File: config.mk
export PLATFORM = sky130hd
export DESIGN_NAME = luhn_card_brand_check_top
export DESIGN_NICKNAME = d
export VERILOG_FILES = /design/src/rtl/core/lcbc_pkg.sv /design/src/rtl/core/luhn_card_brand_check_top.sv
export VERILOG_INCLUDE_DIRS = /design/src /design/src/rtl/core
export SDC_FILE = /design/constraint.sdc
export NUM_CORES = 1
export LEC_CHECK = 0
export ABC_AREA = 0
export BUFFER_PORTS_ARGS = -buffer_cell sky130_fd_sc_hd__buf_2
export CAP_MARGIN = 10
export CELL_PAD_IN_SITES_DETAIL_PLACEMENT = 0
export CELL_PAD_IN_SITES_GLOBAL_PLACEMENT = 1
export CORE_ASPECT_RATIO = 1.75
export CORE_MARGIN = 1
export CORE_UTILIZATION = 46
export DETAILED_ROUTE_END_ITERATION = 8
export PLACE_DENSITY_LB_ADDON = 0.08
export RECOVER_POWER = 100
export SLEW_MARGIN = 30
export SYNTH_ARGS = -nofsm -noshare
export SYNTH_HDL_FRONTEND = slang
export SYNTH_SLANG_ARGS = --single-unit
export TNS_END_PERCENT = 20
File: constraint.sdc
create_clock -name i_clk -period 6.2 [get_ports i_clk]
set_input_delay 1.24 -clock i_clk [delete_from_list [all_inputs] [get_ports i_clk]]
set_output_delay 1.24 -clock i_clk [all_outputs]
set_load 0.03 [all_outputs]
File: src/rtl/core/luhn_card_brand_check_top_macros.svh
// Assertion macros shared by the Luhn card brand check RTL.
`ifndef LUHN_CARD_BRAND_CHECK_TOP_MACROS_SVH
`define LUHN_CARD_BRAND_CHECK_TOP_MACROS_SVH

// Same-cycle implication, checked on the rising clock edge outside reset.
`define LCBC_ASSERT_IMP(label, clk, rst_n, ante, cons, msg) \
    label: assert property (@(posedge clk) disable iff (!(rst_n)) (ante) |-> (cons)) \
        else $error(msg);

// Next-cycle implication, checked on the rising clock edge outside reset.
`define LCBC_ASSERT_NXT(label, clk, rst_n, ante, cons, msg) \
    label: assert property (@(posedge clk) disable iff (!(rst_n)) (ante) |=> (cons)) \
        else $error(msg);

`endif

File: src/rtl/core/lcbc_pkg.sv
// Types, constants and helper functions for the Luhn card brand check.
`timescale 1ns / 1ps

package lcbc_pkg;

    localparam int unsigned DIGIT_W = 4;
    localparam int unsigned COUNT_W = 5;
    localparam int unsigned BRAND_W = 2;

    localparam logic [DIGIT_W-1:0] DIGIT_MAX = 4'd9;
    localparam logic [COUNT_W-1:0] COUNT_MAX = 5'd31;

    localparam logic [COUNT_W-1:0] LEN_13 = 5'd13;
    localparam logic [COUNT_W-1:0] LEN_15 = 5'd15;
    localparam logic [COUNT_W-1:0] LEN_16 = 5'd16;

    // Brand codes reported on the result item.
    localparam logic [BRAND_W-1:0] BRAND_NONE      = 2'd0;
    localparam logic [BRAND_W-1:0] BRAND_PREFIX_3X = 2'd1;
    localparam logic [BRAND_W-1:0] BRAND_PREFIX_5X = 2'd2;
    localparam logic [BRAND_W-1:0] BRAND_PREFIX_4  = 2'd3;

    typedef logic [DIGIT_W-1:0] t_digit;
    typedef logic [COUNT_W-1:0] t_count;
    typedef logic [BRAND_W-1:0] t_brand;

    // Result item, packed highest field first.
    typedef struct packed {
        t_count digit_count;
        logic   luhn_ok;
        t_brand brand;
    } t_result;

    // Sum of two values below ten, modulo ten.
    function automatic t_digit add_mod10(input t_digit a, input t_digit b);
        logic [DIGIT_W:0] s;
        s = {1'b0, a} + {1'b0, b};
        if (s >= 5'd10) begin
            s = s - 5'd10;
        end
        return s[DIGIT_W-1:0];
    endfunction

    // Luhn doubling of one digit: 2*d, minus nine when above nine.
    function automatic t_digit luhn_double(input t_digit d);
        logic [DIGIT_W:0] t;
        t = {d, 1'b0};
        if (t > 5'd9) begin
            t = t - 5'd9;
        end
        return t[DIGIT_W-1:0];
    endfunction

endpackage

File: src/rtl/core/luhn_card_brand_check_top.sv
// Top level of the Luhn mod-10 card number check with brand classification.
`timescale 1ns / 1ps
`include "luhn_card_brand_check_top_macros.svh"

//  Channel   | Direction | Carries
//  ----------+-----------+-----------------------------------------------------
//  s_axis    | in        | one decimal digit per item, tlast on the final digit
//  m_axis    | out       | one result item per number: brand, Luhn flag, length
//
// An accepted digit sits in an input register, then the short
// modulo-ten update logic folds it into the running sums and, for the final
// digit, writes the result register. One digit is taken every cycle while
// the result side keeps up.
// Reset is synchronous and active low; it empties both registers and clears
// the running sums, count and prefix digits. A stalled result holds the input
// register only when that register carries a final digit; other digits keep
// flowing, since they give no result.

module luhn_card_brand_check_top (
    input  logic       i_clk,
    input  logic       i_rst_n,
    input  logic       s_axis_tvalid,
    output logic       s_axis_tready,
    input  logic [7:0] s_axis_tdata,   // [3:0] digit, [7:4] zero
    input  logic       s_axis_tlast,
    output logic       m_axis_tvalid,
    input  logic       m_axis_tready,
    output logic [7:0] m_axis_tdata    // [1:0] brand, [2] luhn_ok, [7:3] digit_count
);

    import lcbc_pkg::*;

    // Input register.
    logic    r_in_valid;
    t_digit  r_in_digit;
    logic    r_in_last;

    // Running state of the number being received.
    t_digit  r_sum_even;
    t_digit  r_sum_odd;
    t_count  r_count;
    t_digit  r_first;
    t_digit  r_second;
    t_digit  n_sum_even;
    t_digit  n_sum_odd;
    t_count  n_count;
    t_digit  n_first;
    t_digit  n_second;

    // Result register.
    logic    r_out_valid;
    t_result r_out;
    t_result n_out;

    logic    out_free;
    logic    advance;
    t_digit  dig;
    t_digit  dig_dbl;
    t_digit  sel_sum;
    logic    ok;

    assign out_free      = !r_out_valid || m_axis_tready;
    // A digit without the last flag gives no result and always moves on.
    assign advance       = r_in_valid && (!r_in_last || out_free);
    assign s_axis_tready = !r_in_valid || advance;

    assign m_axis_tvalid = r_out_valid;
    assign m_axis_tdata  = r_out;

    always_comb begin
        // Digits above nine count as nine.
        dig      = (r_in_digit > DIGIT_MAX) ? DIGIT_MAX : r_in_digit;
        dig_dbl  = luhn_double(dig);

        n_first  = (r_count == t_count'(0)) ? dig : r_first;
        n_second = (r_count == t_count'(1)) ? dig : r_second;

        if (r_count[0]) begin
            n_sum_odd  = add_mod10(r_sum_odd, dig_dbl);
            n_sum_even = add_mod10(r_sum_even, dig);
        end else begin
            n_sum_even = add_mod10(r_sum_even, dig_dbl);
            n_sum_odd  = add_mod10(r_sum_odd, dig);
        end

        n_count = (r_count == COUNT_MAX) ? r_count : r_count + t_count'(1);

        // An even length doubles the even positions, an odd one the odd ones.
        sel_sum = n_count[0] ? n_sum_odd : n_sum_even;
        ok      = (sel_sum == t_digit'(0));

        n_out.digit_count = n_count;
        n_out.luhn_ok     = ok;
        priority if (n_count == LEN_15 && n_first == 4'd3 &&
                     (n_second == 4'd4 || n_second == 4'd7)) begin
            n_out.brand = BRAND_PREFIX_3X;
        end else if (n_count == LEN_16 && n_first == 4'd5 &&
                     n_second >= 4'd1 && n_second <= 4'd5) begin
            n_out.brand = BRAND_PREFIX_5X;
        end else if ((n_count == LEN_16 || n_count == LEN_13) && n_first == 4'd4) begin
            n_out.brand = BRAND_PREFIX_4;
        end else begin
            n_out.brand = BRAND_NONE;
        end
        if (!ok) begin
            n_out.brand = BRAND_NONE;
        end
    end

    // Input register: loads whenever it is empty or its item moves on.
    always_ff @(posedge i_clk) begin
        if (!i_rst_n) begin
            r_in_valid <= 1'b0;
        end else if (s_axis_tready) begin
            r_in_valid <= s_axis_tvalid;
        end
        if (s_axis_tready && s_axis_tvalid) begin
            r_in_digit <= s_axis_tdata[DIGIT_W-1:0];
            r_in_last  <= s_axis_tlast;
        end
    end

    // Running state: updated per digit, cleared after the final digit.
    always_ff @(posedge i_clk) begin
        if (!i_rst_n) begin
            r_sum_even <= '0;
            r_sum_odd  <= '0;
            r_count    <= '0;
            r_first    <= '0;
            r_second   <= '0;
        end else if (advance) begin
            if (r_in_last) begin
                r_sum_even <= '0;
                r_sum_odd  <= '0;
                r_count    <= '0;
                r_first    <= '0;
                r_second   <= '0;
            end else begin
                r_sum_even <= n_sum_even;
                r_sum_odd  <= n_sum_odd;
                r_count    <= n_count;
                r_first    <= n_first;
                r_second   <= n_second;
            end
        end
    end

    // Result register.
    always_ff @(posedge i_clk) begin
        if (!i_rst_n) begin
            r_out_valid <= 1'b0;
        end else if (advance && r_in_last) begin
            r_out_valid <= 1'b1;
        end else if (m_axis_tready) begin
            r_out_valid <= 1'b0;
        end
        if (advance && r_in_last) begin
            r_out <= n_out;
        end
    end

    `LCBC_ASSERT_IMP(a_brand_needs_ok, i_clk, i_rst_n,
        r_out_valid && r_out.brand != BRAND_NONE, r_out.luhn_ok,
        "brand reported without a passing Luhn check")
    `LCBC_ASSERT_IMP(a_brand_length, i_clk, i_rst_n,
        r_out_valid && r_out.brand != BRAND_NONE,
        r_out.digit_count == LEN_13 || r_out.digit_count == LEN_15 ||
        r_out.digit_count == LEN_16,
        "brand reported for a length no brand allows")
    `LCBC_ASSERT_NXT(a_clear_after_last, i_clk, i_rst_n, advance && r_in_last,
        r_count == t_count'(0) && r_sum_even == t_digit'(0) && r_sum_odd == t_digit'(0),
        "state not cleared after the final digit")
    `LCBC_ASSERT_IMP(a_empty_sums_zero, i_clk, i_rst_n, r_count == t_count'(0),
        r_sum_even == t_digit'(0) && r_sum_odd == t_digit'(0),
        "running sums nonzero with no digits received")

endmodule
# Word-level counts from Yosys, hierarchy flattened
# Cells that the tools add are included.
# Widths: inputs -> output; s select.
# word_totals
word_cells	85
out_inout_bits	10
reg_bits	36
# classes
n_eq_ne	10
reduce_logical	21
bitwise_logic	1
mux	22
magnitude_cmp	8
add_sub_neg	10
# op_table
operator	count
$mux 4	15
$add 4x4->5	4
$ge 5x4->1 const B	4
$sub 4x4->4 const B	5
$eq 4x3->1 const B	4
$eq 5x4->1 const B	2
$eq 5x5->1 const B	2
$mux 5	2
$logic_and 1x1->1	9
$add 5x1->5 const B	1
$eq 5x1->1 const B	1
$gt 5x4->1 const B	1
$logic_not 5->1	1
$logic_or 1x1->1	5
$eq 4x2->1 const B	1
$ge 4x1->1 const B	1
$gt 4x4->1 const B	1
$le 4x3->1 const B	1
$logic_not 4->1	1
$mux 2	2
$logic_not 1->1	3
$mux 1	3
$reduce_bool 2->1	1
$reduce_or 2->1	1
$not 1->1	1

# Longest topological paths before layout
# depth
ltp_word	12
ltp_mapped	20

# Worst setup path after synthesis
# Ideal clock, no wire load.
# synth_path
kind	reg2reg
from	register r_in_digit[1]
to	register r_out, in the netlist m_axis_tdata[1] (data pin)
required_ns	6.042
setup_ns	0.158
slack_ns	1.767
stages_incl_launch_ff	21
path_buffers	0
arrival_time_ns	4.275
path_cell_list	edfxtp_1 -> or2_2 -> a21o_1 -> inv_1 -> ha_1 -> inv_1 -> ha_1 -> nor2_1 -> nand2_1 -> o21ai_0 -> inv_1 -> fa_1 -> xnor2_1 -> inv_1 -> ha_1 -> o31a_1 -> or4_1 -> o2111ai_1 -> nor3_1 -> or4_4 -> a211oi_2
# synth_between
elab_chain_cells	12
elab_cells_between_ends	45
classes_between	9 x add/sub; 8 x order compare; 5 x eq/ne; 13 x mux; 1 x bitwise; 9 x reduce/logical
# synth_lines
item	line_no	text
start, declared	luhn_card_brand_check_top.sv:35	t_digit r_in_digit;
start signal, assigned	luhn_card_brand_check_top.sv:118	r_in_digit <= s_axis_tdata[DIGIT_W-1:0];
$gt 4x4->1	luhn_card_brand_check_top.sv:72	dig = (r_in_digit > DIGIT_MAX) ? DIGIT_MAX : r_in_digit;
$mux 4 *	luhn_card_brand_check_top.sv:72	
$sub 4x4->4 / $gt 5x4->1 (equally long branches)	lcbc_pkg.sv:49, lcbc_pkg.sv:48	
$mux 4	lcbc_pkg.sv:48	if (t > 5'd9) begin
$add 4x4->5	lcbc_pkg.sv:37	s = {1'b0, a} + {1'b0, b};
$sub 4x4->4 / $ge 5x4->1 (equally long branches)	lcbc_pkg.sv:39, lcbc_pkg.sv:38	
$mux 4	lcbc_pkg.sv:38	if (s >= 5'd10) begin
$mux 4	luhn_card_brand_check_top.sv:78	if (r_count[0]) begin
$mux 4	luhn_card_brand_check_top.sv:89	sel_sum = n_count[0] ? n_sum_odd : n_sum_even;
$logic_not 4->1	luhn_card_brand_check_top.sv:90	ok = (sel_sum == t_digit'(0));
$not 1->1 (no line)	-	
$reduce_or 2->1 (no line)	-	
end signal, assigned	luhn_card_brand_check_top.sv:158	r_out <= n_out;
end, declared	luhn_card_brand_check_top.sv:52	t_result r_out;
# Mark *: on every way between the ends. The rest lies on a longest branch, timed or not.
# A chain may end at the register's enable or synchronous reset.

# Worst setup path after layout
# Ends and elaborated chain as after synthesis.

==> results by group <==
Job
  – Max cap viols: 1

Die
  – Die H: 108 um
  – Core area: 0.00623 mm2
  – IO Pins: 23
  – Placement Rows: 38
  – Total die area: 0.00682 mm2
  – Initial Utilization: 47.8%
  – Die width: 62.8 um

Hold path
  – Hold path startpoint: r_first[2]$_SDFFE_PN0P_
  – Worst hold stages: 2
  – Hold EP: r_first[2]$_SDFFE_PN0P_
  – Min-Delay Path Class: flop to flop

Layout
  – Number of diodes: 0
  – Share of layout cells above drive strength 1: 6.16%
  – Synthesis-to-finish area growth: 6.55%
  – Nets: 398
  – Commonest cells after routing, fill and taps aside: 25 x ha_1, 24 x nor2b_1, 24 x inv_1
  – Commonest non-fill, non-tap cell in the layout: ha_1
  – Fin area: 0.00317 mm2
  – End-of-flow core utilization: 51.0%

STA
  – Final hold violations: 0
  – TNS Setup: 0 ns
  – Fin. max-slew vios: 1
  – Headroom to the max-slew limit: -1.28%
  – Slew @ Worst Pin: 1.50 ns
  – RSZ-0062 raised after global routing: no
  – Final setup viols: 0
  – Crit share post-route: 80.7%
  – Period minus WS final: 5.00 ns
  – Max Clk Rate: 0.200 GHz
  – Skew final: 0.00824 ns

Route
  – DRC: 0
  – DRT Pass-1 Iters: 4
  – Wire per inst: 17.2 um
  – DR iter-0 viols: 160
  – Via count: 2584
  – Total wire length: 7.52 mm
  – DRT antenna net count: 0
  – Vias per inst: 5.91

Clocking
  – Root buf cell: clkbuf_8
  – # Post-CTS Setup Buffers: 0
  – CTS tree: yes
  – Clock sinks: 36
  – Post-CTS resize count: 0
  – Clk Latency, worst-skew pair: 0.29 ns
  – H-Tree Depth: 2
  – CTS Buf Count: 5
  – Clock Tree Buf Depth: 2
  – Post-CTS Hold Buffers: 0
  – Clk pin slew, worst setup/hold paths: 0.08 ns

Power and ir drop
  – Combinational share of power: 31.5%
  – Sequential share of power: 42.6%
  – Max IR drop VDD: 0.0996 mV
  – Tot Pwr: 0.615 mW
  – P_leak: 1.22 nW
  – P_sw: 0.205 mW
  – Int Pwr: 0.410 mW
  – Clock share of power: 25.9%
  – Switch share: 33.3%
  – Power per cell area: 194 mW/mm2

Global routing
  – GRT Util Overall: 23.2%
  – Largest net degree at the start of global routing: 24
  – Initial antenna violation count: 0
  – Grt ovf: 0
  – Number of global-route vias before repair: 2493
  – First-pass GRT wire length: 12.3 mm

Critical path
  – Crit path capture type: flop
  – CP Launch Type: flop
  – Crit path kind: flop to flop
  – Number of cells on the worst reg-to-reg path: 20
  – Launching point of the worst reg2reg path: r_in_digit[1]$_DFFE_PP_
  – Worst flop-to-flop path endpoint: m_axis_tdata[1]$_SDFFCE_PP0P_
  – Flop-to-flop setup slack: 1.20 ns
  – Critical Path AT: 5.13 ns
  – Crit Path Max Fanout: 6
  – CP required: 6.32 ns

Place
  – Placed cell areas: 0.00313 mm2
  – PortBufs: 18
  – RePlAce Congestion: 0.851
  – Dpl hpwl: 5.77 mm

Synth
  – Post-Synthesis Net Count: 384
  – Post-synth EDFFs: 13
  – Post-Syn Area: 0.00298 mm2
  – Post-Synthesis Cells: 342
  – YS warnings: 0
  – Main area contributors after synthesis: dfxtp_1 15%, edfxtp_1 13%, ha_1 10%
  – Post-synth top area cell: dfxtp_1
  – Async SR Flop Fraction: 0%
  – Seq/Total Area, Yosys: 28.6%
  – Cell variety after synth: 58
  – Flops & latches, synth: 36
  – Mapped Avg Cell Area: 8.71 um2
  – Post-synth top area share: 15.5%
  – Main flop type after synthesis: dfxtp_1

Status
  – Status: complete, but fails checks
  – Failing checks: max-capacitance violations, max-slew violations
-- worst max-delay path, cell delays in order (launching register included) --
cell and delay (ns):
edfxtp_1 0.46, or2_2 0.33, a21o_1 0.27, inv_1 0.11, ha_1 0.14, inv_1 0.04, ha_1 0.16, nor2_1 0.14
nand2_1 0.06, o21ai_0 0.16, inv_1 0.17, fa_1 0.45, xnor2_1 0.26, inv_1 0.07, ha_1 0.26, o31a_1 0.15
or3_1 0.35, a211oi_1 0.24, a211oi_1 0.10, or4_1 0.64, a211oi_1 0.25
-- synthesized netlist by cell type, types with 5 or more instances --
cell type and n:
o21ai_0 9, and2_1 6, a22oi_1 9, a21o_1 8, edfxtp_1 13, dfxtp_1 23, a21oi_1 19, and3_1 5
nor2b_1 24, o31a_1 6, mux2i_1 11, nor2_1 22, a211oi_1 7, nor3_1 12, nand2_1 21, nand2b_1 6
ha_1 25, inv_1 23, xnor2_1 8, clkbuf_1 11
-- state kept, by name, indices dropped and copies added (netlist names) --
register       count
r_second           4
r_in_digit         4
r_count            5
r_in_last          1
m_axis_tdata       8
m_axis_tvalid      1
r_sum_odd          4
r_first            4
r_sum_even         4
r_in_valid         1
-- area by class of cell --
cell class	count	area (um2)
Inverter	24	90.1
Timing Repair Buffer	20	88.8
Sequential cell	36	851
Multi-Input combinational cell	269	1960
Fill cell	631	3050
Tap cell	80	100
Clock buffer	6	72.6
Clock inverter	2	7.51
-- how the worst max path moves through the flow --
stage | slack (ns) | from | endpoint | cells past startpoint
after global routing | 0.82 | r_in_digit[1]$_DFFE_PP_ | m_axis_tdata[1]$_SDFFCE_PP0P_ | 20
after floorplan | 1.77 | r_in_digit[1]$_DFFE_PP_ | m_axis_tdata[1]$_SDFFCE_PP0P_ | 20
after CTS | 1.26 | r_in_digit[1]$_DFFE_PP_ | m_axis_tdata[1]$_SDFFCE_PP0P_ | 20
after global placement | 1.32 | r_in_digit[1]$_DFFE_PP_ | m_axis_tdata[1]$_SDFFCE_PP0P_ | 20
final | 1.20 | r_in_digit[1]$_DFFE_PP_ | m_axis_tdata[1]$_SDFFCE_PP0P_ | 20
after detailed placement | 1.28 | r_in_digit[1]$_DFFE_PP_ | m_axis_tdata[1]$_SDFFCE_PP0P_ | 20
-- per-stage QoR --
step | setup slack [ns] | hold slack, ns | cells
finish | 1.20 | 0.550 | 437
global placement | 1.32 | 0.517 | 429
floorplan | 1.77 | 0.491 | 342
detailed placement | 1.28 | 0.536 | 429
global route | 0.824 | 0.578 | 437
CTS | 1.26 | 0.549 | 437
-- logic make-up (layout without fill, tap and decap cells) --
kind of cell / after synthesis / after routing / synth area share (%)
compound gates: 97 / 97 / 23.3
xor+xnor: 9 / 9 / 2.65
fa+ha+maj: 29 / 29 / 13.2
buf+inv: 37 / 52 / 4.70
flops: 36 / 36 / 28.6
mux: 14 / 14 / 4.83
simple gates: 120 / 120 / 22.8
-- metal layers --
metal / vias up / global-route usage (%) / wire length, um
met5: - / 0 / 0
met4: 0 / 11.0 / 235
met3: 13 / 1.37 / 121
met2: 44 / 45.5 / 4120
met1: 1227 / 24.6 / 3050
li1: 1300 / - / -
-- power groups by stage --
stage | combinational (mW) | sequential [mW] | clock (mW)
global placement | 0.193 | 0.267 | 0
floorplan | 0.149 | 0.267 | 0
CTS | 0.196 | 0.262 | 0.159
detailed placement | 0.196 | 0.267 | 0
global route | 0.217 | 0.263 | 0.166
finish | 0.193 | 0.262 | 0.159
(Power assumes the default switching activity.)
